## config.mk

```make
export PLATFORM = sky130hd
export DESIGN_NAME = multiset_bag_table_top
export DESIGN_NICKNAME = d
export VERILOG_FILES = /design/src/rtl/mbt_pkg.sv /design/src/rtl/mbt_store.sv /design/src/rtl/mbt_seq.sv /design/src/rtl/multiset_bag_table_top.sv
export VERILOG_INCLUDE_DIRS = /design/src /design/src/rtl
export SDC_FILE = /design/constraint.sdc
export NUM_CORES = 1
export LEC_CHECK = 0
export ABC_AREA = 0
export ABC_CLOCK_PERIOD_IN_PS = 5400
export BUFFER_PORTS_ARGS = -buffer_cell sky130_fd_sc_hd__buf_2
export CORE_ASPECT_RATIO = 0.8
export CORE_MARGIN = 3
export CORE_UTILIZATION = 30
export CTS_CLUSTER_DIAMETER = 100
export DETAILED_ROUTE_END_ITERATION = 10
export GPL_TIMING_DRIVEN = 0
export PLACE_DENSITY = 0.52
export SYNTH_ARGS = -nofsm -noshare
export SYNTH_HDL_FRONTEND = slang
export SYNTH_SLANG_ARGS = --single-unit
```

## constraint.sdc

```tcl
create_clock -name aclk -period 5.4 [get_ports aclk]
set_input_delay 0 -clock aclk [delete_from_list [all_inputs] [get_ports aclk]]
set_output_delay 0 -clock aclk [all_outputs]
set_load 0.02 [all_outputs]
```

## src/rtl/multiset_bag_table_top_defines.svh

```systemverilog
// assertion macros for the bag table block
// included by the top level, no other dependencies
`ifndef MULTISET_BAG_TABLE_TOP_DEFINES_SVH
`define MULTISET_BAG_TABLE_TOP_DEFINES_SVH

// same-cycle implication, held off during reset
`define MBT_ASSERT_NOW(lbl, clk, rstn, ante, cons) \
    lbl: assert property (@(posedge clk) disable iff (!(rstn)) (ante) |-> (cons)) \
        else $error("bag table check failed");

// next-cycle implication, held off during reset
`define MBT_ASSERT_NEXT(lbl, clk, rstn, ante, cons) \
    lbl: assert property (@(posedge clk) disable iff (!(rstn)) (ante) |=> (cons)) \
        else $error("bag table check failed");

`endif

```

## src/rtl/mbt_pkg.sv

```systemverilog
// shared types and codes for the bag table block
// no dependencies
package mbt_pkg;

    // request kinds
    localparam int OP_W = 2;
    localparam logic [OP_W-1:0] OP_ADD      = 2'd0;
    localparam logic [OP_W-1:0] OP_REMOVE   = 2'd1;
    localparam logic [OP_W-1:0] OP_CONTAINS = 2'd2;
    localparam logic [OP_W-1:0] OP_CLEAR    = 2'd3;

    // port widths
    localparam int IN_VALUE_W  = 32;
    localparam int COUNT_W     = 5;
    localparam int OUT_TDATA_W = 8;

    // one answer from the sequencer
    typedef struct packed {
        logic               ok;
        logic [COUNT_W-1:0] count;
        logic               empty;
    } res_t;

endpackage

```

## src/rtl/mbt_store.sv

```systemverilog
// entry memory: one write port, one read port with registered data
// no dependencies
module mbt_store #(
    parameter int DEPTH  = 16,
    parameter int WIDTH  = 32,
    parameter int ADDR_W = 4
) (
    input  logic              aclk,
    input  logic              we,
    input  logic [ADDR_W-1:0] waddr,
    input  logic [WIDTH-1:0]  wdata,
    input  logic [ADDR_W-1:0] raddr,
    output logic [WIDTH-1:0]  rdata
);

    logic [WIDTH-1:0] mem [DEPTH];

    // write port
    always_ff @(posedge aclk) begin
        if (we) begin
            mem[waddr] <= wdata;
        end
    end

    // registered read port
    always_ff @(posedge aclk) begin
        rdata <= mem[raddr];
    end

endmodule

```

## src/rtl/mbt_seq.sv

```systemverilog
// request sequencer with the shared entry comparator
// depends on mbt_pkg, drives the mbt_store ports
module mbt_seq #(
    parameter int CAPACITY   = 16,
    parameter int VALUE_BITS = 32,
    parameter int ADDR_W     = 4,
    parameter int CNT_W      = 5
) (
    input  logic                    aclk,
    input  logic                    aresetn,
    input  logic                    in_valid,
    output logic                    in_ready,
    input  logic [mbt_pkg::OP_W-1:0] in_op,
    input  logic [VALUE_BITS-1:0]   in_value,
    output logic                    res_valid,
    input  logic                    res_ready,
    output mbt_pkg::res_t           res,
    output logic                    mem_we,
    output logic [ADDR_W-1:0]       mem_waddr,
    output logic [VALUE_BITS-1:0]   mem_wdata,
    output logic [ADDR_W-1:0]       mem_raddr,
    input  logic [VALUE_BITS-1:0]   mem_rdata
);

    localparam int ST_W = 2;
    localparam logic [ST_W-1:0] ST_IDLE = 2'd0;
    localparam logic [ST_W-1:0] ST_SCAN = 2'd1;
    localparam logic [ST_W-1:0] ST_MOVE = 2'd2;
    localparam logic [ST_W-1:0] ST_RESP = 2'd3;

    logic [ST_W-1:0]          state_reg, state_next;
    logic [mbt_pkg::OP_W-1:0] op_reg, op_next;
    logic [VALUE_BITS-1:0]    val_reg, val_next;
    logic [ADDR_W-1:0]        idx_reg, idx_next;
    logic [CNT_W-1:0]         held_reg, held_next;
    logic                     ok_reg, ok_next;

    logic [CNT_W-1:0]         held_m1;
    logic [ADDR_W-1:0]        idx_step;
    logic                     match;
    logic                     last;
    logic [CNT_W+mbt_pkg::COUNT_W-1:0] held_ext;

    // control state
    always_ff @(posedge aclk) begin
        if (!aresetn) begin
            state_reg <= ST_IDLE;
            held_reg  <= '0;
        end else begin
            state_reg <= state_next;
            held_reg  <= held_next;
        end
    end

    // request payload
    always_ff @(posedge aclk) begin
        op_reg  <= op_next;
        val_reg <= val_next;
        idx_reg <= idx_next;
        ok_reg  <= ok_next;
    end

    // shared comparator and scan pointer arithmetic
    always_comb begin
        held_m1  = held_reg - CNT_W'(1);
        match    = (mem_rdata == val_reg);
        if (op_reg == mbt_pkg::OP_REMOVE) begin
            last     = (idx_reg == '0);
            idx_step = idx_reg - ADDR_W'(1);
        end else begin
            last     = (CNT_W'(idx_reg) == held_m1);
            idx_step = idx_reg + ADDR_W'(1);
        end
    end

    // sequencer
    always_comb begin
        state_next = state_reg;
        op_next    = op_reg;
        val_next   = val_reg;
        idx_next   = idx_reg;
        held_next  = held_reg;
        ok_next    = ok_reg;
        mem_we     = 1'b0;
        mem_waddr  = idx_reg;
        mem_wdata  = val_reg;
        mem_raddr  = idx_reg;
        res_valid  = 1'b0;
        unique case (state_reg)
            ST_IDLE: begin
                if (in_valid) begin
                    op_next  = in_op;
                    val_next = in_value;
                    ok_next  = 1'b0;
                    unique case (in_op)
                        mbt_pkg::OP_ADD: begin
                            if (held_reg < CNT_W'(CAPACITY)) begin
                                mem_we    = 1'b1;
                                mem_waddr = held_reg[ADDR_W-1:0];
                                mem_wdata = in_value;
                                held_next = held_reg + CNT_W'(1);
                                ok_next   = 1'b1;
                            end
                            state_next = ST_RESP;
                        end
                        mbt_pkg::OP_REMOVE: begin
                            // newest entry first
                            idx_next  = held_m1[ADDR_W-1:0];
                            mem_raddr = held_m1[ADDR_W-1:0];
                            state_next = (held_reg == '0) ? ST_RESP : ST_SCAN;
                        end
                        mbt_pkg::OP_CONTAINS: begin
                            idx_next  = '0;
                            mem_raddr = '0;
                            state_next = (held_reg == '0) ? ST_RESP : ST_SCAN;
                        end
                        mbt_pkg::OP_CLEAR: begin
                            held_next  = '0;
                            ok_next    = 1'b1;
                            state_next = ST_RESP;
                        end
                    endcase
                end
            end
            ST_SCAN: begin
                if (match) begin
                    if (op_reg == mbt_pkg::OP_CONTAINS) begin
                        ok_next    = 1'b1;
                        state_next = ST_RESP;
                    end else if (CNT_W'(idx_reg) == held_m1) begin
                        // match is the newest entry: just drop it
                        held_next  = held_m1;
                        ok_next    = 1'b1;
                        state_next = ST_RESP;
                    end else begin
                        // fetch the newest entry to fill the hole
                        mem_raddr  = held_m1[ADDR_W-1:0];
                        state_next = ST_MOVE;
                    end
                end else if (last) begin
                    state_next = ST_RESP;
                end else begin
                    idx_next  = idx_step;
                    mem_raddr = idx_step;
                end
            end
            ST_MOVE: begin
                mem_we     = 1'b1;
                mem_waddr  = idx_reg;
                mem_wdata  = mem_rdata;
                held_next  = held_m1;
                ok_next    = 1'b1;
                state_next = ST_RESP;
            end
            ST_RESP: begin
                res_valid = 1'b1;
                if (res_ready) begin
                    state_next = ST_IDLE;
                end
            end
            default: begin
                state_next = ST_IDLE;
            end
        endcase
    end

    assign in_ready = (state_reg == ST_IDLE);

    // answer word, count keeps the low bits of the entry count
    assign held_ext  = {{mbt_pkg::COUNT_W{1'b0}}, held_reg};
    assign res.ok    = ok_reg;
    assign res.count = held_ext[mbt_pkg::COUNT_W-1:0];
    assign res.empty = (held_reg == '0);

endmodule

```

## src/rtl/multiset_bag_table_top.sv

```systemverilog
// add and clear go from accept straight to the answer state; contains and remove
// first scan the entries compared (at most CAPACITY), remove with a fill from
// the newest slot also passes the move state; one comparator checks one entry a cycle
// a new word is taken once the previous result is handed to the output register
// reset: aresetn synchronous active low, empties the store, no clearing pass
module multiset_bag_table_top #(
    parameter int CAPACITY   = 16,
    parameter int VALUE_BITS = 32
) (
    input  logic                            aclk,
    input  logic                            aresetn,
    input  logic                            s_tvalid,
    output logic                            s_tready,
    input  logic [mbt_pkg::IN_VALUE_W-1:0]  s_tdata,   // value[31:0]
    input  logic [mbt_pkg::OP_W-1:0]        s_tuser,   // op[1:0]
    output logic                            m_tvalid,
    input  logic                            m_tready,
    output logic [mbt_pkg::OUT_TDATA_W-1:0] m_tdata    // ok[0], count[5:1], empty_res[6], zero[7]
);

`include "multiset_bag_table_top_defines.svh"

    localparam int ADDR_W = (CAPACITY > 1) ? $clog2(CAPACITY) : 1;
    localparam int CNT_W  = $clog2(CAPACITY + 1);

    logic [mbt_pkg::IN_VALUE_W+VALUE_BITS-1:0] value_ext;
    logic [VALUE_BITS-1:0]  value;
    logic                   res_valid;
    logic                   res_ready;
    mbt_pkg::res_t          res;
    logic                   mem_we;
    logic [ADDR_W-1:0]      mem_waddr;
    logic [VALUE_BITS-1:0]  mem_wdata;
    logic [ADDR_W-1:0]      mem_raddr;
    logic [VALUE_BITS-1:0]  mem_rdata;
    logic                   m_tvalid_reg;
    logic [mbt_pkg::OUT_TDATA_W-1:0] m_tdata_reg;

    // sign-extend the input value, keep the stored width
    assign value_ext = {{VALUE_BITS{s_tdata[mbt_pkg::IN_VALUE_W-1]}}, s_tdata};
    assign value     = value_ext[VALUE_BITS-1:0];

    mbt_seq #(
        .CAPACITY   (CAPACITY),
        .VALUE_BITS (VALUE_BITS),
        .ADDR_W     (ADDR_W),
        .CNT_W      (CNT_W)
    ) u_seq (
        .aclk      (aclk),
        .aresetn   (aresetn),
        .in_valid  (s_tvalid),
        .in_ready  (s_tready),
        .in_op     (s_tuser),
        .in_value  (value),
        .res_valid (res_valid),
        .res_ready (res_ready),
        .res       (res),
        .mem_we    (mem_we),
        .mem_waddr (mem_waddr),
        .mem_wdata (mem_wdata),
        .mem_raddr (mem_raddr),
        .mem_rdata (mem_rdata)
    );

    mbt_store #(
        .DEPTH  (CAPACITY),
        .WIDTH  (VALUE_BITS),
        .ADDR_W (ADDR_W)
    ) u_store (
        .aclk  (aclk),
        .we    (mem_we),
        .waddr (mem_waddr),
        .wdata (mem_wdata),
        .raddr (mem_raddr),
        .rdata (mem_rdata)
    );

    // output register
    assign res_ready = !m_tvalid_reg || m_tready;

    always_ff @(posedge aclk) begin
        if (!aresetn) begin
            m_tvalid_reg <= 1'b0;
        end else if (res_ready) begin
            m_tvalid_reg <= res_valid;
        end
    end

    always_ff @(posedge aclk) begin
        if (res_valid && res_ready) begin
            m_tdata_reg <= {1'b0, res.empty, res.count, res.ok};
        end
    end

    assign m_tvalid = m_tvalid_reg;
    assign m_tdata  = m_tdata_reg;

    // a taken word closes the input in the cycle after it is taken
    `MBT_ASSERT_NEXT(a_busy_after_accept, aclk, aresetn, s_tvalid && s_tready, !s_tready)
    // a blocked answer stays offered until the output register frees
    `MBT_ASSERT_NEXT(a_res_held, aclk, aresetn, res_valid && !res_ready, res_valid)
    // an empty store always reports a zero count
    `MBT_ASSERT_NOW(a_empty_count, aclk, aresetn, m_tvalid && m_tdata[6], m_tdata[5:1] == 5'd0)

endmodule

```

==> out/metrics.csv <==
metric;value;unit
hp-class;in2reg;
crit_arrival;5630;ps
antenna_cells_inserted;0;
fin_crit_sh;0.941;
ys_async_sr_fraction;0;
cts_buffers;61;
finalInstanceArea;29100;sq um
cpMaxStageDelayCell;nor4_1;
core_region_area;81000;sq um
hold_viol;0;
final_layout_size_suffix_gt1_frac;0.125;
drt-vias-per-instance;5.12;
synth_edf_count;558;
drcViolationCount;0;
die_w;327;um
syn_inst;1717;
synth.distinct_cells;67;
fp-row-count;93;
path_max_fanout;10;
ys_warn_count;0;
globalplace.congestion;0.815;
antenna_found_initial;1;
overflow;0;
drt-pass1-iter-count;6;
crit_path_end_kind;flop;
clkSinkCount;598;
insertion_delay;630;ps
maxSlewViolCount;0;
top_usage_layer;met2;
use_met1;0.243;
met2_usage;0.248;
vias;15500;
fin_nets;1932;
path_clk_slew;60;ps
area_delta_synth_final;18.1;%
wl;72300;um
ys_top_cells_by_area;edfxtp_1, nand2_1, mux2i_1;
io_pins;48;
synth_area_leader_cell;edfxtp_1;
synth-main-ff-cell;edfxtp_1;
post_dp_cell_area;26700;sq um
drv_cap;0;
dp.final_hpwl;48800;um
cts_max_path_buffers;3;
finClkSkew;23.8;ps
syn_nets;1768;
timing.rr.start;u_seq.val_reg[9]$_DFFE_PP_;
criticalPathCategory;reg2reg;
root_buffer;clkbuf_16;
rsz0062_at_grt;no;
finalSetupViolCount;0;
path_common_cell;nand3_1;
hold_start;s_tdata[16];
antenna_left;0;
cts_tree;done;
syn-cell-area;24700;sq um
p_leak;9.87;nW
relSlewSlack;0.155;
die_area;85700;sq um
post_cts_buffers;0;
power.density;672;nW/um^2
grt_start_max_net_pins;31;
die_y;262;um
whs;108;ps
crit_chain;xor2_1 > nor4_1 > nand4_1 > nor2_2 > nor2b_1 > a21oi_4 > buf_2 > clkbuf_1 > nand2_1 > nand3_1 > a32oi_1 > nand3_1;
avgRoutedWirePerCell;23.9;um
grt_use_met3;0.0294;
worst_pin_slew;1260;ps
grt_usage;0.164;
h-tree-depth;2;
cp-startpoint;u_seq.val_reg[9]$_DFFE_PP_;
ys_ff_latch;598;
startpoint_type;flop;
start_util;0.304;
synth_top_area_share;0.680;
clock.fmax;197;MHz
grt_pass1_wl;105000;um
synth-seq-area-share;0.712;
drtIter0Drc;1504;
synth.avg_cell_area;14.4;sq um
r2r_slack;320;ps
io_buffer_count;46;
ir_worst_vdd;0.000471;V
grt_pass1_vias;15200;
finalCriticalPeriod;5080;ps
cp.required;5950;ps
max_stage_delay;1070;ps
outcome;finished, final reports clean;
largest_reg_flops;512;
==> cells in the mapped netlist, drive strengths merged (4+ instances only) <==
cell	instances
nor4	9
nand3b	32
edfxtp	558
inv	47
dfxtp	40
xor2	38
mux2i	100
a21oi	24
nand4	4
xnor2	5
a32o	4
ha	12
and2	70
buf	60
nand2	278
a211oi	70
nor2	38
nor2b	5
a311o	62
o22ai	4
a31oi	9
nand2b	5
clkbuf	53
nor3	7
a222oi	32
nand3	67
a32oi	35
o21ai	11
==> critical path: cells and delay by family (launching register included) <==
family | cells | cell delay (ps)
buf+inv | 2 | 990
compound gates | 2 | 640
flops | 1 | 410
xor+xnor | 1 | 270
simple gates | 7 | 2680
==> stage by stage <==
stage / total power, W / setup TNS, ps / setup slack, ps / std cells / utilization
6_report: 0.0196 / 0 / 320 / 3025 / 0.360
3_3_place_gp: 0.0152 / -896000 / -2090 / 2855 / 0.324
5_1_grt: 0.0206 / 0 / 238 / 3025 / 0.360
2_1_floorplan: 0.0119 / 0 / 902 / 1717 / -
4_1_cts: 0.0197 / 0 / 465 / 3025 / 0.360
3_5_place_dp: 0.0154 / 0 / 438 / 2872 / 0.330
==> cell usage in the layout, fill, tap and decap left out, types with 8 or more instances in the layout <==
master         count
a211oi_1          69
a21oi_1           22
a222oi_1          32
a311o_1           62
a31oi_1            9
a32oi_1           35
and2_0            42
and2_1            26
buf_12            13
buf_2             87
buf_6              9
clkbuf_1          68
clkbuf_16         61
clkbuf_8          13
clkinv_2          10
dfxtp_1           40
dlygate4sd3_1     38
edfxtp_1         558
ha_1              12
inv_1             47
mux2i_1          100
nand2_1          277
nand3_1           67
nand3b_1          32
nor2_1            21
nor2_4            16
nor4_1             9
o21ai_0            8
xor2_1            38
==> power breakdown <==
part	internal [W]	total, W	switching (W)
clock	0.00241	0.00420	0.00179
sequential	0.00621	0.00643	0.000220
combinational	0.00271	0.00895	0.00625
total	0.0113	0.0196	0.00825
==> layout make-up <==
type / instances / area (sq um)
buffer: 113 / 569
clock buffer: 89 / 1760
clock inverter: 26 / 240
fill: 7762 / 51900
inverter: 47 / 176
multi-input combinational: 959 / 6470
sequential: 598 / 17600
tap: 1092 / 1370
timing repair buffer: 101 / 981
==> cells by family after synthesis <==
logic type / Yosys count / synth area share
flip-flops: 598 / 0.712
AND/OR/NAND/NOR: 526 / 0.100
AO/OA/AOI/OAI: 276 / 0.0943
buffers and inverters: 160 / 0.0302
multiplexers: 100 / 0.0406
XOR/XNOR: 43 / 0.0153
adder cells (fa/ha/maj): 13 / 0.00690
other: 1 / 0.000152
==> timing repair <==
action | 4_1_cts | 5_1_grt
endpoints found under the hold margin | 48 | 0
gates resized for setup | 0 | 0
hold buffers | 38 | 0
==> final timing paths <==
path                                                    end  cells past startpoint
worst min register to register         m_tdata[0]$_DFFE_PP_                      0
worst max-delay path              u_store.rdata[20]$_DFF_P_                     12
worst max register to register    u_store.rdata[20]$_DFF_P_                     12
worst min-delay path            u_seq.val_reg[16]$_DFFE_PP_                      2
==> layer usage <==
| layer | wire length, um | up-vias |
|---|---|---|
| li1 | - | 6921 |
| met1 | 33600 | 7879 |
| met2 | 31600 | 584 |
| met3 | 5350 | 93 |
| met4 | 1710 | 0 |
| met5 | 0 | - |
Power figures use the tool's default switching activity.
